File: config.mk
export PLATFORM = sky130hd
export DESIGN_NAME = tdmr_row_gen
export DESIGN_NICKNAME = d
export VERILOG_FILES = /design/src/hw/rtl/tdmr_pkg.sv /design/src/hw/rtl/tdmr_row_gen.sv
export SDC_FILE = /design/constraint.sdc
export NUM_CORES = 1
export LEC_CHECK = 0
export BUFFER_PORTS_ARGS = -buffer_cell sky130_fd_sc_hd__clkbuf_2
export CORE_UTILIZATION = 40
export DETAILED_ROUTE_END_ITERATION = 12
export PLACE_DENSITY = 0.76
export SETUP_SLACK_MARGIN = 0.1
export SYNTH_ARGS = -nofsm -noshare
export SYNTH_HDL_FRONTEND = slang
export SYNTH_SLANG_ARGS = --single-unit
File: constraint.sdc
create_clock -name vclk -period 3.6
set_clock_uncertainty 0.05 [all_clocks]
set_input_delay 0.36 -clock vclk [all_inputs]
set_output_delay 0.36 -clock vclk [all_outputs]
set_load 0.005 [all_outputs]
File: src/hw/rtl/tdmr_pkg.sv
// tdmr_pkg: types, constants and the 3x5 digit font for the two-digit matrix renderer.
// Used by every file of the block; depends on nothing.
`default_nettype none

package tdmr_pkg;

    localparam int NUMBER_W   = 8;
    localparam int ADDR_W     = 4;
    localparam int PATTERN_W  = 8;
    localparam int DIGIT_W    = 4;
    localparam int STEP_W     = 4;    // sixteen row writes per item
    localparam int GLYPH_W    = 3;
    localparam int GLYPH_ROWS = 5;
    localparam int MATRIX_ROWS = 8;

    localparam logic [STEP_W-1:0] STEP_LAST = 4'd15;

    // reciprocal for the split by ten: (n * 205) >> 11 is exact for n below 1024
    localparam logic [7:0] RECIP_TEN       = 8'd205;
    localparam int         RECIP_TEN_SHIFT = 11;

    // one word per digit, font row 0 in the top three bits
    localparam logic [GLYPH_W*GLYPH_ROWS-1:0] FONT_ROWS [10] = '{
        15'b111_101_101_101_111,
        15'b010_110_010_010_111,
        15'b111_001_111_100_111,
        15'b111_001_111_001_111,
        15'b101_101_111_001_001,
        15'b111_100_111_001_111,
        15'b111_100_111_101_111,
        15'b111_101_101_001_001,
        15'b111_101_111_101_111,
        15'b111_101_111_001_111
    };

    typedef struct packed {
        logic [DIGIT_W-1:0] tens;
        logic [DIGIT_W-1:0] ones;
        logic [STEP_W-1:0]  step;
    } row_req_t;

    typedef struct packed {
        logic [ADDR_W-1:0]    row_address;
        logic [PATTERN_W-1:0] row_pattern;
        logic                 last_of_run;
    } row_item_t;

    function automatic logic [GLYPH_W-1:0] glyph_row(input logic [DIGIT_W-1:0] digit,
                                                     input logic [2:0] row);
        logic [GLYPH_W*GLYPH_ROWS-1:0] word;
        logic [GLYPH_W-1:0]            bits;
        word = (digit > 4'd9) ? '0 : FONT_ROWS[digit];
        case (row)
            3'd0:    bits = word[14:12];
            3'd1:    bits = word[11:9];
            3'd2:    bits = word[8:6];
            3'd3:    bits = word[5:3];
            3'd4:    bits = word[2:0];
            default: bits = '0;       // blank rows below the glyph
        endcase
        return bits;
    endfunction

endpackage

`default_nettype wire

File: src/hw/rtl/tdmr_row_gen.sv
// tdmr_row_gen: builds one row write from the two digits and the step of the run.
// Steps 0..7 clear the matrix, steps 8..15 draw; depends on tdmr_pkg.
`default_nettype none

module tdmr_row_gen
    import tdmr_pkg::*;
(
    input  row_req_t  req,
    output row_item_t item
);

    logic [2:0]         row;
    logic               draw;
    logic [GLYPH_W-1:0] tens_bits;
    logic [GLYPH_W-1:0] ones_bits;

    assign row       = req.step[2:0];
    assign draw      = req.step[3];
    assign tens_bits = glyph_row(req.tens, row);
    assign ones_bits = glyph_row(req.ones, row);

    always_comb
    begin
        item.row_address = {1'b0, row} + 4'd1;
        // tens glyph in bits 6..4, ones glyph in bits 2..0
        item.row_pattern = draw ? {1'b0, tens_bits, 1'b0, ones_bits} : '0;
        item.last_of_run = (req.step == STEP_LAST);
    end

endmodule

`default_nettype wire

==> results of run 1 <==
[cells in the final DEF, fill, tap and decap left out, types with 2 or more instances in the layout]
cell and instances:
o311ai_0 2, nand2_1 11, a21oi_1 2, nor2b_1 4, inv_1 11, a41oi_1 2
a32oi_1 2, conb_1 2, nand2b_1 3, and2b_2 2, nor2_1 7, o22ai_1 4
ha_1 15, o21ai_0 9, a31oi_1 2, clkbuf_2 23, mux2i_1 2
[cell families (layout without fill, tap and decap cells)]
| family | Yosys count | count (layout) |
|---|---|---|
| AO/OA/AOI/OAI | 30 | 30 |
| adder cells (fa/ha/maj) | 15 | 15 |
| buffers and inverters | 16 | 34 |
| multiplexers | 2 | 2 |
| other | 1 | 2 |
| AND/OR/NAND/NOR | 32 | 32 |
[power groups by stage]
stage	Clock [W]	Sequential [W]	Combinational, W
after floorplan	0	0	0.0000505
after global placement	0	0	0.0000717
after detailed placement	0	0	0.0000722
after CTS	0	0	0.0000727
after global routing	0	0	0.0000821
final	0	0	0.0000725
[metrics by stage]
step,area (sq um),power [W],hold WS (ps),utilization (%),cells
after floorplan,673,0.0000505,724,-,97
after global routing,769,0.0000821,1020,49.9,131
final,769,0.0000725,978,49.9,131
after detailed placement,769,0.0000722,984,49.9,131
after CTS,769,0.0000727,985,49.9,131
after global placement,769,0.0000717,976,49.9,131
[worst min-delay path: stages]
cell      delay (ps)
clkbuf_2         110
inv_1             80
clkbuf_2         120
[per-layer routing]
layer | global-route usage, % | part of all wire (%)
met5 | 0 | 0
met4 | 0.625 | 0
met3 | 0.851 | 8.0
met2 | 25.8 | 44
met1 | 24.3 | 47
[area by class of cell]
cell class         count  share of cell area [%]
well taps             16                    2.60
inverters             11                    5.37
multi-input cells     81                    77.1
repair buffers        23                    15.0
[final timing paths]
path / startpoint / to / slack [ps] / depth (start not counted)
min: req[0] / item[9] / 980 / 3
max: req[2] / item[6] / 1400 / 8
==> summary.md, run 1 <==
| Metric | Value |
|---|---|
| Minimum setup slack after placement | ~1400 ps |
| DRT iter0 DRCs | 22 |
| Fmax achieved | between 400 and 500 MHz |
| TNS Setup | 0 ps |
| Vias in the first global route | roughly 600 |
| Footprint of the multi-input gates | around 600 sq um |
| GPL Wtd Cong | 0.865 |
| First-pass GRT wire length | between 2000 and 2500 um |
| RSZ-0062 raised after global routing | no |
| Number of antenna violations at the first check in global routing | 0 |
| Startpoint types | primary input |
| PD cells | 94.2 nW/um^2 |
| Crit Path Category | in2out |
| CP required | about 3200 ps |
| Buf+Inv Stages, Crit Path | 3 |
| CLK BUF | 0 |
| P&R area growth vs syn | 15.0% |
| Mean Syn Cell Area | between 6 and 7 sq um |
| Post-CTS Setup Bufs | 0 |
| Seq cells | 0 |
| Multiplexer share of the synthesized area | 2.99% |
| Pre-antenna DRT Iters | 4 |
| DR vias/cell | roughly 5.6 |
| Fin crit share | 61.2% |
| Sw power | about 0.000041 W |
| Die height | between 40 and 50 um |
| Final nets | around 140 |
| # rows | 14 |
| Post-synthesis compound-gate area fraction | 32.1% |
| # hold bufs at CTS | 0 |
| Internal | just over 0.00003 W |
| Clock period minus final worst setup slack | around 2200 ps |
| Proportion of layout cells with a drive suffix above 1 | a little over a quarter |
| Combinational power share | between 90% and 100% |
| CP max stage delay | about 290 ps |
| Commonest cells in the synthesized netlist | ha_1, inv_1, nand2_1, o21ai_0, nor2_1 |
| IO Pins | 25 |
| DP Wirelength | between 1000 and 1500 um |
| Sequential share of power | 0% |
| Distinct cell type count after synthesis | 31 |
| Die width | around 43 um |
| Die area | ~1800 sq um |
| Antenna Cells | 0 |
| Worst setup EP type | output port |
| Top-count cell post-synth | ha_1 |
| Sw Ratio | between 50% and 60% |
| Max_cap viols | 0 |
| Largest net degree at the start of global routing | 13 |
| Synthesis Warnings | 0 |
| DRC viols | 0 |
| Post-synth top area share | between 20% and 30% |
| CP dominant cell by count | clkbuf_2 |
| Top delay family on crit path | buffers and inverters |
| Endpoints failing setup | 0 |
| Slew Limit Fails | 0 |
| Hold Path Class | in2out |
| Setup WS post-layout | 1400 ps |
| Global Route Usage Sum | about 16% |
| Crit-path cells | clkbuf_2, inv_1, ha_1, nor2_1, a21boi_2, nand2_1, o32ai_1, clkbuf_2 |
| Crit Path Max Fanout | 12 |
| Pleak | about 0.40 nW |
| Simple-gate share of the synthesized area | between 20% and 30% |
| Post-Syn Instances | 96 |
| Post-DRT Antenna Nets | 0 |
| Register area share after synthesis | 0% |
| Core Area | about 1500 sq um |
| Mapped Area | between 600 and 700 sq um |
| Slowest-stage cell, CP | o32ai_1 |
| Status | finished, final reports clean |
| Initial core utilization | between 40% and 50% |
| PortBufs | 23 |
| DR vias | around 740 |
| Combinational family with the most area after synthesis | compound AO/OA/AOI/OAI gates |
| Top post-synthesis cells by area | ha_1, o21ai_0, inv_1 |
| Final Routed Wirelength | between 1000 and 1500 um |
| Worst Path Arrival | between 1500 and 2000 ps |
| Cts repair resizes | 0 |
| Clock Power Share | 0% |
| GR Overflow Total | 0 |
| Post-Synth XOR/XNOR Area | 0% |
| Register Area | 0 sq um |
| WL/cell | around 11 um |
| Maximum vdd drop | 48.8 uV |
| Fill count | between 150 and 200 |
| Post-Synth Adder-Cell Area | between 20% and 30% |
| Top cell type by total area after synthesis | ha_1 |
| Hold Vio Cnt, Final | 0 |
Note: power is estimated with default switching activity, not from simulation.
==> run 2: changes to the inputs <==
ABC_AREA = 1   (was not set)
PLACE_DENSITY = 0.78   (was 0.76)
clock period = 2 ns   (was 3.6 ns; I/O delays follow)
==> summary.md, run 2 <==
| Metric | Value |
|---|---|
| Status | finished, final reports clean |
| Minimum setup slack after placement | 355 ps (-1080 ps) |
| Combinational power share | 100.0% (about the same) |
| Met2 usage | 28.1% (+2.3 points) |
| Slowest-stage cell, CP | ha_1 |
| DRC viols | 0 (unchanged) |
| Grt met1 use | 23.0% (-1.3 points) |
| Die height | 43.3 um (+0.89%) |
| Endpoints failing setup | 0 (unchanged) |
| Final Routed Wirelength | 1500 um (+4.7%) |
| Distinct cell type count after synthesis | 19 (-39%) |
| Placed cell count | 162 (+24%) |
| Hold Vio Cnt, Final | 0 (unchanged) |
| Mean Syn Cell Area | 5.50 sq um (-21%) |
| Pleak | 0.502 nW (+27%) |
| Post-DRT Antenna Nets | 0 (unchanged) |
| Hold Path Class | in2out |
| Top cell type by total area after synthesis | ha_1 |
| Synthesis Warnings | 0 (unchanged) |
| Worst setup EP type | output port |
| Buf+Inv Stages, Crit Path | 4 (+1) |
| Setup crit end | item[7] |
| Number of antenna violations at the first check in global routing | 0 (unchanged) |
| Vias in the first global route | 660 (+9.8%) |
| Crit Path Max Fanout | 4 (-8) |
| Seq cells | 0 (unchanged) |
| Register Area | 0 sq um (unchanged) |
| # rows | 14 (unchanged) |
| DP Wirelength | 1310 um (+5.6%) |
| Internal | 0.0000533 W (+72%) |
| Initial core utilization | 44.2% (+0.81 points) |
| Post-CTS Setup Bufs | 0 (unchanged) |
| Core Area | 1540 sq um (unchanged) |
| RSZ-0062 raised after global routing | no |
| Crit Path Category | in2out |
| Top post-synthesis cells by area | ha_1, nand2_1, nand3_1 |
| Fmax achieved | a little over 600 MHz |
| DR vias | 809 (+9.6%) |
| Top-count cell post-synth | nand2_1 |
| Clock period minus final worst setup slack | around 1600 ps |
| Slew Limit Fails | 0 (unchanged) |
| Fill count | 158 (-3.7%) |
| Overall Power | 0.000139 W (+92%) |
| Post-synth top area share | 27.5% (-0.51 points) |
| Sw power | 0.0000856 W (+110%) |
| Most frequent cells in the layout | nand2_1, clkbuf_2, inv_1, nand3_1, ha_1 |
| Global Route Usage Sum | 16.1% (+0.12 points) |
| GR Overflow Total | 0 (unchanged) |
| Min-delay src | req[3] |
| GPL Wtd Cong | 0.829 (-4.3%) |
| Pre-antenna DRT Iters | 4 (unchanged) |
| Setup WS post-layout | 371 ps (-1030 ps) |
| PortBufs | 23 (unchanged) |
| Proportion of layout cells with a drive suffix above 1 | 22.6% (-3.5 points) |
| Die area | 1870 sq um (+1.8%) |
| P&R area growth vs syn | 18.2% |
| Hold WS | 614 ps (-364 ps) |
| CP Launch Point | req[0] |
| Die width | 43.3 um (+0.89%) |
| First-pass GRT wire length | 2500 um (+2.0%) |
| Maximum vdd drop | 82.6 uV (+69%) |
| PD cells | 172 nW/um^2 (+83%) |
| Post-Syn Instances | 124 (+29%) |
| IO Pins | 25 (unchanged) |
| Mapped Area | 682 sq um (+1.9%) |
| Hold depth | 4 (+1) |
| Sw Ratio | 61.6% (+4.5 points) |
| GRT met3 Usage | 0% (-0.85 points) |
| Final Instance Count excl. Fillers | 162 (+24%) |
| Startpoint types | primary input |
| DRT iter0 DRCs | 20 (-9.1%) |
| Top delay family on crit path | simple AND/OR/NAND/NOR gates |
| Most common cell after layout, fill and taps aside | nand2_1 |
| Worst Path Arrival | 1380 ps (-410 ps) |
| Critical path depth in cells | 10 (+2) |
| Register area share after synthesis | 0% (unchanged) |
| Sequential share of power | 0% (unchanged) |
| DR vias/cell | 4.99 (-11%) |
| WL/cell | 9.28 um (-15%) |
| CP required | 1750 ps (-1440 ps) |
| CLK BUF | 0 (unchanged) |
| Max_cap viols | 0 (unchanged) |
| TNS Setup | 0 ps (unchanged) |
| Cts repair resizes | 0 (unchanged) |
| Final nets | 175 (+22%) |
| Antenna Cells | 0 (unchanged) |
| Clock Power Share | 0% (unchanged) |
| Fin crit share | between 80% and 90% |
| Most used routing layer | met2 |
| # hold bufs at CTS | 0 (unchanged) |
| Crit-path cells | clkbuf_2, inv_1, ha_1, inv_1, nor2_2, nor2_1, a21oi_2, nand2_1, nor2_1, clkbuf_2 |
| Commonest cells in the synthesized netlist | nand2_1, inv_1, nand3_1, ha_1, nor2_1 |
| Largest net degree at the start of global routing | 7 (-6) |
| CP max stage delay | 190 ps (-100 ps) |
run 2: cell count changes in the layout (fill, tap and decap cells not counted), sizes merged, moves of 2 or more:
cell,before,now
o311ai,2,0
nand3,0,19
and2b,2,0
a21oi,2,6
a32oi,2,0
nand2,11,31
mux2i,2,0
a31oi,2,0
nand2b,3,0
o22ai,4,1
nor2b,4,0
inv,11,24
nor2,8,15
a41oi,2,0
run 2: logic make-up (layout without fill, tap and decap cells):
kind of cell             Yosys count  in the layout  synth area share (%)
other                              1              2                 0.550
AO/OA/AOI/OAI                     16             16                  12.8
AND/OR/NAND/NOR                   66             66                  43.7
adder cells (fa/ha/maj)           15             15                  27.5
buffers and inverters             26             47                  15.4
run 2: routing by layer:
metal | part of all wire [%] | vias to the layer above
li1 | - | 432
met1 | 49 | 357
met3 | 2.9 | 0
met4 | 0 | 0
met5 | 0 | -
met2 | 48 | 20
run 2: tightest hold or removal path, delay by kind of cell:
| kind | cells | cell delay [ps] |
|---|---|---|
| buf+inv | 3 | 210 |
| simple gates | 1 | 50 |
run 2: through the flow:
stage	area, sq um	utilization, %
5_1_grt	806	52.3
3_5_place_dp	806	52.3
3_3_place_gp	806	52.3
2_1_floorplan	686	-
6_report	806	52.3
4_1_cts	806	52.3
run 2: final cells by class:
cell class | instances | area [sq um] | area share [%]
Inverter | 24 | 90.1 | 11.2
Multi-Input combinational cell | 99 | 581 | 72.0
Tap cell | 16 | 20.0 | 2.48
Timing Repair Buffer | 23 | 115 | 14.3
run 2: how the worst min path moves through the flow:
| stage | endpoint | slack [ps] |
|---|---|---|
| finish | item[3] | 610 |
| floorplan | item[9] | 400 |
| detailed placement | item[3] | 620 |
| global route | item[3] | 650 |
| CTS | item[3] | 620 |
| global placement | item[3] | 610 |
run 2: power by group through the flow:
stage          logic (W)  clock network, W  registers, W
6_report        0.000139                 0             0
5_1_grt         0.000158                 0             0
4_1_cts         0.000138                 0             0
3_5_place_dp    0.000138                 0             0
3_3_place_gp    0.000135                 0             0
2_1_floorplan  0.0000906                 0             0
